[config.mk]
export PLATFORM = sky130hd
export DESIGN_NAME = ydf_queue
export DESIGN_NICKNAME = d
export VERILOG_FILES = /design/src/yolo_detection_decode_filter_assert.svh /design/src/ydf_pkg.sv /design/src/ydf_queue.sv
export SDC_FILE = /design/constraint.sdc
export NUM_CORES = 1
export LEC_CHECK = 0
export BUFFER_PORTS_ARGS = -buffer_cell sky130_fd_sc_hd__buf_2
export CAP_MARGIN = 10
export CELL_PAD_IN_SITES_DETAIL_PLACEMENT = 0
export CELL_PAD_IN_SITES_GLOBAL_PLACEMENT = 2
export CORE_MARGIN = 3
export CORE_UTILIZATION = 41
export CTS_CLUSTER_SIZE = 10
export DETAILED_ROUTE_END_ITERATION = 12
export PLACE_DENSITY_LB_ADDON = 0.1
export SLEW_MARGIN = 25
export SYNTH_ARGS = -nofsm -noshare
export SYNTH_HDL_FRONTEND = slang
export SYNTH_SLANG_ARGS = --single-unit
[constraint.sdc]
create_clock -name clk -period 15.89 [get_ports clk]
set_clock_uncertainty 0.1 [all_clocks]
set_input_delay 3.9725 -clock clk [delete_from_list [all_inputs] [get_ports clk]]
set_output_delay 3.9725 -clock clk [all_outputs]
set_load 0.01 [all_outputs]
[src/yolo_detection_decode_filter_assert.svh]
// Assertion macros for the YOLO decode filter.
// Depends on signals named clk and rst_n in the module that expands them.
`ifndef YOLO_DETECTION_DECODE_FILTER_ASSERT_SVH
`define YOLO_DETECTION_DECODE_FILTER_ASSERT_SVH

// Same-cycle implication, ignored while reset is held.
`define YDF_ASSERT_IMP(lbl, ante, cons, msg) \
  lbl: assert property (@(posedge clk) disable iff (!rst_n) (ante) |-> (cons)) else $error(msg);

// Next-cycle implication, ignored while reset is held.
`define YDF_ASSERT_NXT(lbl, ante, cons, msg) \
  lbl: assert property (@(posedge clk) disable iff (!rst_n) (ante) |=> (cons)) else $error(msg);

`endif

[src/ydf_pkg.sv]
// Shared types, constants and functions of the YOLO decode filter.
// No dependencies; every other file but the assertion header uses this package.
package ydf_pkg;

  localparam int MAX_CLASSES = 128;
  localparam int CFG_IDX_W   = 3;
  localparam int CFG_DATA_W  = 16;
  localparam int SER_TERMS   = 24;
  localparam int DIV_N_W     = 53;
  localparam int DIV_D_W     = 34;

  typedef logic signed [15:0] logit_t;

  typedef enum logic [2:0] {
    REG_SCALE   = 3'd0,
    REG_GRID_W  = 3'd1,
    REG_GRID_H  = 3'd2,
    REG_CLASSES = 3'd3,
    REG_CONF    = 3'd4
  } cfg_reg_t;

  // One finished detection, handed from the front to the back.
  typedef struct packed {
    logit_t [3:0] box;
    logit_t       obj;
    logit_t       best;
    logic [6:0]   best_idx;
    logic [7:0]   col;
    logic [7:0]   row;
    logic [1:0]   slot;
  } job_t;

  typedef struct packed {
    logic full;
    logic empty;
  } q_stat_t;

  typedef struct packed {
    logic busy;
  } back_stat_t;

  function automatic logic [8:0] anchor_wd(input logic [1:0] sel, input logic [1:0] slot);
    logic [8:0] r;
    case ({sel, slot})
      4'h0:    r = 9'd10;
      4'h1:    r = 9'd16;
      4'h2:    r = 9'd33;
      4'h4:    r = 9'd30;
      4'h5:    r = 9'd62;
      4'h6:    r = 9'd59;
      4'h8:    r = 9'd116;
      4'h9:    r = 9'd156;
      4'hA:    r = 9'd373;
      default: r = 9'd373;
    endcase
    return r;
  endfunction

  function automatic logic [8:0] anchor_ht(input logic [1:0] sel, input logic [1:0] slot);
    logic [8:0] r;
    case ({sel, slot})
      4'h0:    r = 9'd13;
      4'h1:    r = 9'd30;
      4'h2:    r = 9'd23;
      4'h4:    r = 9'd61;
      4'h5:    r = 9'd45;
      4'h6:    r = 9'd119;
      4'h8:    r = 9'd90;
      4'h9:    r = 9'd198;
      4'hA:    r = 9'd326;
      default: r = 9'd326;
    endcase
    return r;
  endfunction

  // Q32 pixel value to Q12.4, rounded half up, clamped to 0..65535.
  function automatic logic [15:0] to_q4(input logic signed [49:0] v);
    logic [49:0] r;
    logic [15:0] o;
    r = 50'(v + 50'sd134217728) >> 28;
    if (v <= 50'sd0) o = 16'd0;
    else if (r > 50'd65535) o = 16'hFFFF;
    else o = r[15:0];
    return o;
  endfunction

endpackage

[src/ydf_queue.sv]
// Two-entry job queue between front and back.
// Depends on ydf_pkg.
module ydf_queue (
  input  logic             clk,
  input  logic             rst_n,
  input  logic             push,
  input  ydf_pkg::job_t    job_in,
  input  logic             pop,
  output ydf_pkg::job_t    job_out,
  output ydf_pkg::q_stat_t stat
);
  import ydf_pkg::*;

  job_t       ent_r [2];
  logic       wr_r;
  logic       rd_r;
  logic [1:0] cnt_r;

  always_comb begin
    stat.full  = cnt_r == 2'd2;
    stat.empty = cnt_r == 2'd0;
    job_out    = ent_r[rd_r];
  end

  always_ff @(posedge clk) begin
    if (!rst_n) begin
      wr_r  <= 1'b0;
      rd_r  <= 1'b0;
      cnt_r <= '0;
    end else begin
      if (push) begin
        ent_r[wr_r] <= job_in;
        wr_r        <= ~wr_r;
      end
      if (pop) rd_r <= ~rd_r;
      cnt_r <= cnt_r + 2'(push) - 2'(pop);
    end
  end
endmodule

==> metrics.txt <==
gate count after technology mapping=398; TritonCTS buffer count=28; initial core utilization=between 40% and 50%; commonest non-fill, non-tap cell in the layout=buf_2; I/O Pins=248; fin crit share=between 40% and 50%; Worst VDD drop=0.08492 mV; CP cell instances=buf_4 > mux2_2 > buf_2; Placer Congestion=0.7350; layout cells sized above 1=59.65%; Fmax=144.4 MHz; total leakage power=4.167 nW; RSZ-0062 raised after global routing=no; Root Buffer=clkbuf_16; clock latency on the worst-skew pair=0.52 ns; total wire length=17710 um; Area growth, synth to finish=25.69%; Final Hold Viols=0; minimum clock period after layout=a little under 7 ns; register bit count reported by yosys=247; largest net degree at the start of global routing=63; sequential share of the synthesized area=82.03%; Max stage delay on crit path=roughly 0.90 ns; Area contributors post-synth=edfxtp_1, mux2_2, buf_6, dfxtp_1, and2_1; DRT Pass-1 Iters=4; post-CTS resize count=0; Critical Path AT=2.85 ns; status=finished clean; CTS tree=done; die height=around 150 um; Yosys top cell area share=80.91%; Sink Count=~250; CORE AREA=21290 um2; Synth area leader=edfxtp_1; Mapped Avg Cell Area=22.57 um2; Fin Setup TNS=0 ns; Setup crit start kind=register; CP endpoint kind=output port; Die ar.=23720 um2; Post-CTS Hold Fix Bufs=0; first-pass GRT wire length=26510 um; worst-margin pin slew=0.8981 ns; Slew HR=39.99%; DP Cell Count=between 900 and 1000; final-report max-slew violation count=0; Distinct cells, synth=15; fin util=53.03%; DP HPWL=11530 um; fin nets=~800; Max-cap violations=0; Syn Std Cell Area=8981 um2; WHS=between 0.4 and 0.5 ns; critical path class=register to output port; Vias=4531; H-tree depth=1; initial antenna violation count=5; Yosys warning count=0; most frequent cells in the layout=buf_2, edfxtp_1, mux2_2; clk buf depth=3; clock-pin slew on the worst setup and hold paths=around 0.050 ns; row cnt=53; Layout Cells excl Fill=~960; I/O Buffers=247; Total Routing Usage GR=14.25%; HP Class=register to register; vias per inst=4.745; initial DRC count=215; power density cells=127.5 nW/um2; Post-CTS Setup Bufs=0; Crit Path Max Fanout=62; Syn Nets=approximately 530; total gr overflow=0; Setup violations, final=0; WP data required=about 12 ns; DRC=0; wire length per cell=18.54 um; vias in the first global route=slightly below 5000; Crit-path slowest cell=dfxtp_4; Tot Pwr=1.440 mW; ANT nets after route=0; Die Wd=between 150 and 200 um
==> metrics by stage <==
| stage | setup WS (ns) | cell area (um2) |
|---|---|---|
| finish | 8.963 | 11290 |
| floorplan | 6.076 | 8981 |
| detailed placement | 9.025 | 10510 |
| global placement | 9.112 | 10480 |
| CTS | 8.869 | 11290 |
| global route | 8.784 | 11290 |
==> layer usage <==
layer / global-route usage (%) / share of wire (%) / wire length [um] / vias to the layer above
met3: 4.982 / 9.0 / 1600 / 34
met4: 5.425 / 2.4 / 417 / 8
li1: - / - / - / 2113
met5: 0 / 0.20 / 35 / -
met2: 24.65 / 51 / 8962 / 164
met1: 16.30 / 38 / 6691 / 2212
==> path summary, 6_finish.rpt <==
| path | from | end | slack (ns) | depth (start not counted) |
|---|---|---|---|---|
| hold / removal | rd_r$_SDFFE_PN0P_ | rd_r$_SDFFE_PN0P_ | 0.49 | 2 |
| setup / recovery | register | job_out[3] | 8.96 | 3 |
| hold reg to reg | rd_r$_SDFFE_PN0P_ | rd_r$_SDFFE_PN0P_ | 0.49 | 2 |
| setup reg to reg | wr_r$_SDFFE_PN0P_ | ent_r[0][94]$_DFFE_PP_ | 12.98 | 3 |
==> cell type report <==
| cell class | count | area [um2] |
|---|---|---|
| multi-input cells | 136 | 1495 |
| flip-flops and latches | 247 | 7371 |
| well taps | 275 | 344.1 |
| clock buffers | 42 | 774.5 |
| fillers | 1742 | 9998 |
| repair buffers | 252 | 1294 |
| inverters | 2 | 7.507 |
| diodes | 1 | 2.502 |
==> Yosys cell counts (all sizes together) <==
| cell | count |
|---|---|
| mux2 | 121 |
| and2 | 4 |
| nand2 | 1 |
| edfxtp | 242 |
| buf | 13 |
| inv | 2 |
| and3 | 1 |
| nor2b | 2 |
| dfxtp | 5 |
| xnor3 | 1 |
| xor2 | 2 |
| nor2 | 2 |
| ha | 2 |
==> state kept, by name, summed over array words and instances (netlist names), named ones only <==
register / cells
ent_r: 242
wr_r: 1
cnt_r: 2
rd_r: 1
==> power breakdown <==
part | leakage, nW | internal [mW] | switching (mW)
registers | 2.26 | 0.745 | 0.0119
logic | 1.53 | 0.0638 | 0.0650
clock network | 0.373 | 0.329 | 0.224
==> critical path: cells and delay by family, from the launching register on <==
| kind | cells | cell delay [ns] |
|---|---|---|
| buffers and inverters | 2 | 0.90 |
| flip-flops | 1 | 0.90 |
| multiplexers | 1 | 0.44 |
==> cells by family after synthesis <==
kind of cell	after synthesis	synth area share [%]
xor gates and xnor gates	3	0.4458
adders and majority gates	2	0.2786
buffers and inverters	15	1.463
DFF	247	82.03
muxes	121	15.17
and+or+nand+nor	10	0.6130
Note: power is estimated with default switching activity, not from simulation.
