--- src/yolo_detection_decode_filter_assert.svh ---
// Assertion macros for the YOLO decode filter.
// Depends on signals named clk and rst_n in the module that expands them.
`ifndef YOLO_DETECTION_DECODE_FILTER_ASSERT_SVH
`define YOLO_DETECTION_DECODE_FILTER_ASSERT_SVH

// Same-cycle implication, ignored while reset is held.
`define YDF_ASSERT_IMP(lbl, ante, cons, msg) \
  lbl: assert property (@(posedge clk) disable iff (!rst_n) (ante) |-> (cons)) else $error(msg);

// Next-cycle implication, ignored while reset is held.
`define YDF_ASSERT_NXT(lbl, ante, cons, msg) \
  lbl: assert property (@(posedge clk) disable iff (!rst_n) (ante) |=> (cons)) else $error(msg);

`endif

--- src/ydf_pkg.sv ---
// Shared types, constants and functions of the YOLO decode filter.
// No dependencies; every other file but the assertion header uses this package.
package ydf_pkg;

  localparam int MAX_CLASSES = 128;
  localparam int CFG_IDX_W   = 3;
  localparam int CFG_DATA_W  = 16;
  localparam int SER_TERMS   = 24;
  localparam int DIV_N_W     = 53;
  localparam int DIV_D_W     = 34;

  typedef logic signed [15:0] logit_t;

  typedef enum logic [2:0] {
    REG_SCALE   = 3'd0,
    REG_GRID_W  = 3'd1,
    REG_GRID_H  = 3'd2,
    REG_CLASSES = 3'd3,
    REG_CONF    = 3'd4
  } cfg_reg_t;

  // One finished detection, handed from the front to the back.
  typedef struct packed {
    logit_t [3:0] box;
    logit_t       obj;
    logit_t       best;
    logic [6:0]   best_idx;
    logic [7:0]   col;
    logic [7:0]   row;
    logic [1:0]   slot;
  } job_t;

  typedef struct packed {
    logic full;
    logic empty;
  } q_stat_t;

  typedef struct packed {
    logic busy;
  } back_stat_t;

  function automatic logic [8:0] anchor_wd(input logic [1:0] sel, input logic [1:0] slot);
    logic [8:0] r;
    case ({sel, slot})
      4'h0:    r = 9'd10;
      4'h1:    r = 9'd16;
      4'h2:    r = 9'd33;
      4'h4:    r = 9'd30;
      4'h5:    r = 9'd62;
      4'h6:    r = 9'd59;
      4'h8:    r = 9'd116;
      4'h9:    r = 9'd156;
      4'hA:    r = 9'd373;
      default: r = 9'd373;
    endcase
    return r;
  endfunction

  function automatic logic [8:0] anchor_ht(input logic [1:0] sel, input logic [1:0] slot);
    logic [8:0] r;
    case ({sel, slot})
      4'h0:    r = 9'd13;
      4'h1:    r = 9'd30;
      4'h2:    r = 9'd23;
      4'h4:    r = 9'd61;
      4'h5:    r = 9'd45;
      4'h6:    r = 9'd119;
      4'h8:    r = 9'd90;
      4'h9:    r = 9'd198;
      4'hA:    r = 9'd326;
      default: r = 9'd326;
    endcase
    return r;
  endfunction

  // Q32 pixel value to Q12.4, rounded half up, clamped to 0..65535.
  function automatic logic [15:0] to_q4(input logic signed [49:0] v);
    logic [49:0] r;
    logic [15:0] o;
    r = 50'(v + 50'sd134217728) >> 28;
    if (v <= 50'sd0) o = 16'd0;
    else if (r > 50'd65535) o = 16'hFFFF;
    else o = r[15:0];
    return o;
  endfunction

endpackage

--- src/ydf_ifs.sv ---
// Valid/ready channel interfaces of the YOLO decode filter.
// Depends on ydf_pkg.
interface ydf_in_if;
  logic                 valid;
  logic                 ready;
  ydf_pkg::logit_t      logit;
  logic                 frame_start;
  modport source(output valid, logit, frame_start, input ready);
  modport sink(input valid, logit, frame_start, output ready);
endinterface


--- src/ydf_front.sv ---
// Front end: counts elements and grid position, keeps the running argmax.
// Depends on ydf_pkg and ydf_in_if; emits one job per finished detection.
module ydf_front (
  input  logic            clk,
  input  logic            rst_n,
  ydf_in_if.sink          in_ch,
  input  logic [7:0]      grid_cols,
  input  logic [7:0]      grid_rows,
  input  logic [7:0]      class_count,
  input  ydf_pkg::q_stat_t q_stat,
  output logic            push,
  output ydf_pkg::job_t   job
);
  import ydf_pkg::*;

  logic [7:0]   ec_r;
  logic [7:0]   col_r;
  logic [7:0]   row_r;
  logic [1:0]   slot_r;
  logit_t [3:0] box_r;
  logit_t       obj_r;
  logit_t       best_r;
  logic [6:0]   best_idx_r;

  logic         acc;
  logic [8:0]   c_eff;
  logic [8:0]   gw_eff;
  logic [8:0]   gh_eff;
  logic [7:0]   e;
  logic [7:0]   col0;
  logic [7:0]   row0;
  logic [1:0]   slot0;
  logic         last;
  logit_t       best_nxt;
  logic [6:0]   best_idx_nxt;
  logic [2:0]   slot_inc;
  logic [8:0]   col_inc;
  logic [8:0]   row_inc;

  always_comb begin
    acc    = in_ch.valid && in_ch.ready;
    c_eff  = (class_count == 8'd0) ? 9'd1 :
             (class_count > 8'(MAX_CLASSES)) ? 9'(MAX_CLASSES) : {1'b0, class_count};
    gw_eff = (grid_cols == 8'd0) ? 9'd1 : {1'b0, grid_cols};
    gh_eff = (grid_rows == 8'd0) ? 9'd1 : {1'b0, grid_rows};
    e      = in_ch.frame_start ? 8'd0 : ec_r;
    col0   = in_ch.frame_start ? 8'd0 : col_r;
    row0   = in_ch.frame_start ? 8'd0 : row_r;
    slot0  = in_ch.frame_start ? 2'd0 : slot_r;
    last   = {1'b0, e} >= c_eff + 9'd4;
    best_nxt     = best_r;
    best_idx_nxt = best_idx_r;
    if (e == 8'd5) begin
      best_nxt     = in_ch.logit;
      best_idx_nxt = 7'd0;
    end else if (e > 8'd5 && in_ch.logit > best_r) begin
      best_nxt     = in_ch.logit;
      best_idx_nxt = 7'(e - 8'd5);
    end
    slot_inc = {1'b0, slot0} + 3'd1;
    col_inc  = {1'b0, col0} + 9'd1;
    row_inc  = {1'b0, row0} + 9'd1;

    job.box      = box_r;
    job.obj      = obj_r;
    job.best     = best_nxt;
    job.best_idx = best_idx_nxt;
    job.col      = col0;
    job.row      = row0;
    job.slot     = (slot0 > 2'd2) ? 2'd2 : slot0;
    push         = acc && last;
  end

  assign in_ch.ready = !q_stat.full;

  always_ff @(posedge clk) begin
    if (!rst_n) begin
      ec_r       <= '0;
      col_r      <= '0;
      row_r      <= '0;
      slot_r     <= '0;
      best_idx_r <= '0;
    end else if (acc) begin
      if (e < 8'd4) box_r[e[1:0]] <= in_ch.logit;
      if (e == 8'd4) obj_r <= in_ch.logit;
      best_r     <= best_nxt;
      best_idx_r <= best_idx_nxt;
      if (last) begin
        ec_r <= '0;
        if (slot_inc >= 3'd3) begin
          slot_r <= '0;
          if (col_inc >= gw_eff) begin
            col_r <= '0;
            row_r <= (row_inc >= gh_eff) ? 8'd0 : row_inc[7:0];
          end else begin
            col_r <= col_inc[7:0];
            row_r <= row0;
          end
        end else begin
          slot_r <= slot_inc[1:0];
          col_r  <= col0;
          row_r  <= row0;
        end
      end else begin
        ec_r   <= e + 8'd1;
        col_r  <= col0;
        row_r  <= row0;
        slot_r <= slot0;
      end
    end
  end
endmodule

--- src/flat_wrapper.sv ---
// flat-port wrapper written by rule: the top's interface ports become plain ports
module ydf_front_flat import ydf_pkg::*;
  (clk, rst_n, grid_cols, grid_rows, class_count, q_stat, push, job, in_ch_valid, in_ch_logit, in_ch_frame_start, in_ch_ready);
  ydf_in_if in_ch_i ();
  input  logic clk;
  input  logic rst_n;
  input  logic [7:0] grid_cols;
  input  logic [7:0] grid_rows;
  input  logic [7:0] class_count;
  input  ydf_pkg::q_stat_t q_stat;
  output logic push;
  output ydf_pkg::job_t job;
  input wire logic [$bits(in_ch_i.valid)-1:0] in_ch_valid;
  input wire logic [$bits(in_ch_i.logit)-1:0] in_ch_logit;
  input wire logic [$bits(in_ch_i.frame_start)-1:0] in_ch_frame_start;
  output wire logic [$bits(in_ch_i.ready)-1:0] in_ch_ready;
  assign in_ch_i.valid = in_ch_valid;
  assign in_ch_i.logit = in_ch_logit;
  assign in_ch_i.frame_start = in_ch_frame_start;
  assign in_ch_ready = in_ch_i.ready;
  ydf_front u_core (.clk(clk), .rst_n(rst_n), .in_ch(in_ch_i), .grid_cols(grid_cols), .grid_rows(grid_rows), .class_count(class_count), .q_stat(q_stat), .push(push), .job(job));
endmodule
--- config.mk ---
export PLATFORM = sky130hd
export DESIGN_NAME = ydf_front_flat
export DESIGN_NICKNAME = d
export VERILOG_FILES = /design/src/yolo_detection_decode_filter_assert.svh /design/src/ydf_pkg.sv /design/src/ydf_ifs.sv /design/src/ydf_front.sv /design/src/flat_wrapper.sv
export SDC_FILE = /design/constraint.sdc
export NUM_CORES = 1
export LEC_CHECK = 0
export BUFFER_PORTS_ARGS = -buffer_cell sky130_fd_sc_hd__buf_4
export CAP_MARGIN = 20
export CORE_ASPECT_RATIO = 0.6
export CORE_MARGIN = 2
export CORE_UTILIZATION = 38
export DETAILED_ROUTE_END_ITERATION = 8
export PLACE_DENSITY = 0.59
export SLEW_MARGIN = 25
export SYNTH_ARGS = -nofsm -noshare
export SYNTH_HDL_FRONTEND = slang
export SYNTH_SLANG_ARGS = --single-unit
export TNS_END_PERCENT = 50
--- constraint.sdc ---
create_clock -name clk -period 3.55 [get_ports clk]
set_clock_uncertainty 0.2 [all_clocks]
set_input_delay 0.355 -clock clk [delete_from_list [all_inputs] [get_ports clk]]
set_output_delay 0.355 -clock clk [all_outputs]
set_load 0.02 [all_outputs]
==> impl_metrics.py <==
metrics = {
    "synth": {
        "synth_enable_flop_cells": 96,
        "ys_ff_latch": 129,
        "yosysSeqAreaShare_pct": 55.3,
        "post_synth_main_area_contributors": "sky130_fd_sc_hd__edfxtp_1 45%, sky130_fd_sc_hd__dfxtp_1 10%, sky130_fd_sc_hd__ha_1 9.4%, sky130_fd_sc_hd__inv_1 2.7%, sky130_fd_sc_hd__nor2b_1 2.5%",
        "netlist_area_um2": 6400,
        "synth_cell_type_count": 57,
        "ys_dominant_reg_cell": "sky130_fd_sc_hd__edfxtp_1",
        "syn-mean-instance-area_um2": 11.5,
        "yosysTopAreaCell": "sky130_fd_sc_hd__edfxtp_1",
        "syn_inst": 555,
        "syn-num-nets": 649,
        "post-synth-top-area-fraction_pct": 45.0,
        "ys.warnings.count": 0,
        "synth-async-reset-ratio_pct": 0,
    },
    "clock_tree": {
        "cts-root-to-sink-buffers": 2,
        "cts.reportedPaths.clkPinSlew_ns": 0.06,
        "clock_network_latency_to_the_later_pin_of_the_worst_skew_pair_ns": 0.41,
        "cts_inserted_buffers": 17,
        "clkSinkCount": 129,
        "cts_tree": "yes",
        "clockRootBuffer": "sky130_fd_sc_hd__clkbuf_16",
        "htree_num_levels": 4,
    },
    "pwr": {
        "power.ir.vdd_worst_mv": 0.323,
        "areal_power_density_over_the_cells_nw_per_um2": 374,
        "total_leakage_power_uw": 0.00396,
    },
    "timing": {
        "finalCriticalPeriod_ns": 3.61,
        "whs_ns": 0.0873,
        "final-setup-viol-count": 9,
        "number_of_slew_limit_violations_in_the_final_report": 0,
        "grt_setup_unrepaired": "true",
        "worst_slew_pin_slew_ns": 0.982,
        "setup_ws_ns": -0.0572,
        "timing.final.hold_violations": 0,
        "fin_crit_sh_pct": 102,
        "relSlewSlack_pct": 33.9,
        "timing.setup.tns_ns": -0.187,
        "fmax_mhz": 277,
    },
    "die": {
        "core-area_um2": 16400,
        "floorplan.die_area_um2": 17900,
        "floorplan.initialDensity_pct": 39.2,
        "die_h_um": 105,
        "site_row_count": 36,
        "boundaryPins": 169,
        "die-width_um": 172,
    },
    "critical_path": {
        "timing.critical_path.arrival_ns": 3.05,
        "start_kind": "flip-flop",
        "timing.critical_path.fanout_max": 6,
        "cpMostUsedCell": "sky130_fd_sc_hd__buf_6",
        "crit_path_max_incr_delay_ns": 0.57,
        "cp_data_required_time_ns": 2.99,
        "timing.critical_path.cells": "nand2b_4, inv_4, ha_4, or3b_4, a31oi_4, nand3b_1, or4_4, nand3b_4, buf_6, mux2_4, buf_6",
        "crit_path_end_kind": "primary output",
        "crit_type": "flip-flop to primary output",
        "slowest_stage": "sky130_fd_sc_hd__or4_4",
    },
    "place": {
        "post-place-cells": 965,
        "io_buffers": 167,
        "final_weighted_congestion_of_routability_driven_global_placement": 0.841,
        "dp_hpwl_mm": 12.4,
    },
    "routing": {
        "route.final.wire_length_mm": 17.6,
        "drtIter0Drc": 312,
        "antenna_violating_nets_post_route": 0,
        "detail_route.wl_per_cell_um": 17.2,
        "firstDrtPassIters": 4,
        "drt_drc_violations_left": 0,
        "number_of_vias_after_detailed_routing": 5093,
        "via_per_inst": 4.96,
    },
    "status": {
        "status": "finished, violations left",
        "failed_checks": "negative setup slack",
    },
    "worst_hold_path": {
        "worst_hold_path_type": "primary input to flip-flop",
    },
    "layout": {
        "drive_gt1_share_pct": 38.5,
        "final-instance-count-excl-fill": 1026,
        "diodes_inserted": 0,
        "finish.net_count": 879,
        "area_delta_synth_final_pct": 45.5,
    },
    "global_route": {
        "groute.usage.overall_pct": 19.2,
        "antenna_found_initial": 0,
        "maximum_number_of_pins_on_one_net_before_global_route_repair": 22,
        "first_global_vias": 4893,
        "grt_first_pass_wirelength_mm": 26.6,
        "globalRouteOverflowTotal": 0,
    },
    "run": {
        "cap_viol_max_count": 0,
    },
}
## final timing paths
path	slack [ns]	cells past startpoint	startpoint	endpoint
max	-0.06	11	u_core.ec_r[0]	job[25]
min	0.09	2	rst_n	u_core.best_idx_r[4]
max reg2reg	0.27	13	u_core.col_r[1]	u_core.row_r[2]
min reg2reg	0.24	2	u_core.row_r[4]	u_core.row_r[4]
## cell families (layout without fill, tap and decap cells)
group | after synthesis | in the layout | share of synthesized area, %
mux | 8 | 8 | 1.39
fa+ha+maj | 48 | 48 | 9.38
buf+inv | 61 | 304 | 4.36
compound gates | 106 | 106 | 11.5
simple gates | 184 | 184 | 15.5
xor+xnor | 19 | 19 | 2.60
flops | 129 | 129 | 55.3
## stage by stage
step                power [uW]  setup WS, ns  instance area (um^2)  util (%)
finish                    3490       -0.0572                  9320      57.0
global placement          1900        0.0837                  8150      49.8
floorplan                 1790        0.0174                  6470         -
CTS                       3500       0.00786                  8960      54.8
detailed placement        1900        0.0114                  8150      49.8
global route              3620        -0.129                  9320      57.0
## layer usage
layer | share of wire (%) | GRT usage, % | vias to the layer above
li1 | - | - | 2499
met3 | 5.5 | 3.56 | 8
met5 | 0 | 0 | -
met1 | 50 | 29.4 | 2431
met4 | 0.64 | 4.60 | 0
met2 | 44 | 27.8 | 155
## timing repair
| item | in CTS | in global routing |
|---|---|---|
| endpoints found under the setup margin | 23 | 24 |
| pin swaps | 4 | 6 |
| hold endpoints to repair | 80 | 0 |
| resized for setup | 20 | 56 |
| hold buffers | 16 | 0 |
| gates cloned | 1 | 1 |
| setup buffers | 3 | 8 |
## cell usage after synthesis (6+ instances only)
library cell	count
sky130_fd_sc_hd__a21oi_1	17
sky130_fd_sc_hd__a21o_1	10
sky130_fd_sc_hd__nor4_1	6
sky130_fd_sc_hd__dfxtp_1	33
sky130_fd_sc_hd__nand2b_1	10
sky130_fd_sc_hd__and3_1	11
sky130_fd_sc_hd__nand2_1	40
sky130_fd_sc_hd__a21boi_1	7
sky130_fd_sc_hd__clkbuf_1	8
sky130_fd_sc_hd__xnor2_1	9
sky130_fd_sc_hd__nand4_1	12
sky130_fd_sc_hd__a22o_1	12
sky130_fd_sc_hd__inv_1	46
sky130_fd_sc_hd__o21ai_0	23
sky130_fd_sc_hd__nor2b_1	26
sky130_fd_sc_hd__xor2_1	10
sky130_fd_sc_hd__ha_1	48
sky130_fd_sc_hd__edfxtp_1	96
sky130_fd_sc_hd__o21a_1	9
sky130_fd_sc_hd__nor2_1	35
sky130_fd_sc_hd__nand3_1	17
## power by group
group | switching, uW | internal, uW | leakage, uW | total (uW)
Sequential | 7.65 | 1630 | 0.00114 | 1640
Clock | 670 | 903 | 0.000259 | 1570
Combinational | 150 | 126 | 0.00256 | 276
Total | 828 | 2660 | 0.00396 | 3490
## area by class of cell
cell class / instances / area, um^2
Timing Repair Buffer: 226 / 1850
Clock buffer: 19 / 433
Fill cell: 1346 / 7030
Multi-Input combinational cell: 365 / 2920
Tap cell: 228 / 285
Clock inverter: 13 / 104
Inverter: 46 / 175
Sequential cell: 129 / 3550
## registers in the layout, summed over array words and instances (netlist names)
register and flops:
u_core.ec_r 8, u_core.best_idx_r 7, u_core.best_r 16, u_core.slot_r 2, u_core.col_r 8, u_core.job 64
u_core.obj_r 16, u_core.row_r 8
## critical path: cells and delay by family, from the launching register on
| family | cells | cell delay (ns) |
|---|---|---|
| AOI/OAI and AO/OA | 1 | 0.21 |
| adders and majority gates | 1 | 0.15 |
| buffers and inverters | 3 | 0.31 |
| DFF | 1 | 0.36 |
| muxes | 1 | 0.30 |
| and+or+nand+nor | 5 | 1.32 |
## cell usage in the layout, fill, tap and decap left out, types with 4 or more instances in the layout
cell type,Yosys,final
sky130_fd_sc_hd__a21boi_1,7,7
sky130_fd_sc_hd__a21o_1,10,10
sky130_fd_sc_hd__a21oi_1,17,17
sky130_fd_sc_hd__a22o_1,12,12
sky130_fd_sc_hd__and3_1,11,10
sky130_fd_sc_hd__buf_4,0,192
sky130_fd_sc_hd__buf_6,2,14
sky130_fd_sc_hd__clkbuf_16,0,18
sky130_fd_sc_hd__clkinv_4,0,5
sky130_fd_sc_hd__dfxtp_1,33,31
sky130_fd_sc_hd__dlygate4sd3_1,0,16
sky130_fd_sc_hd__edfxtp_1,96,96
sky130_fd_sc_hd__ha_1,48,40
sky130_fd_sc_hd__ha_4,0,8
sky130_fd_sc_hd__inv_1,46,42
sky130_fd_sc_hd__inv_6,0,4
sky130_fd_sc_hd__mux2i_1,4,4
sky130_fd_sc_hd__nand2_1,40,37
sky130_fd_sc_hd__nand2b_1,10,8
sky130_fd_sc_hd__nand3_1,17,17
sky130_fd_sc_hd__nand4_1,12,12
sky130_fd_sc_hd__nor2_1,35,31
sky130_fd_sc_hd__nor2_2,1,5
sky130_fd_sc_hd__nor2b_1,26,22
sky130_fd_sc_hd__nor3_1,5,5
sky130_fd_sc_hd__nor4_1,6,5
sky130_fd_sc_hd__o21a_1,9,9
sky130_fd_sc_hd__o21ai_0,23,12
sky130_fd_sc_hd__o21ai_2,5,11
sky130_fd_sc_hd__o21ai_4,0,4
sky130_fd_sc_hd__xnor2_1,9,9
sky130_fd_sc_hd__xor2_1,10,10
No activity file was read; power rests on OpenSTA's default activity.
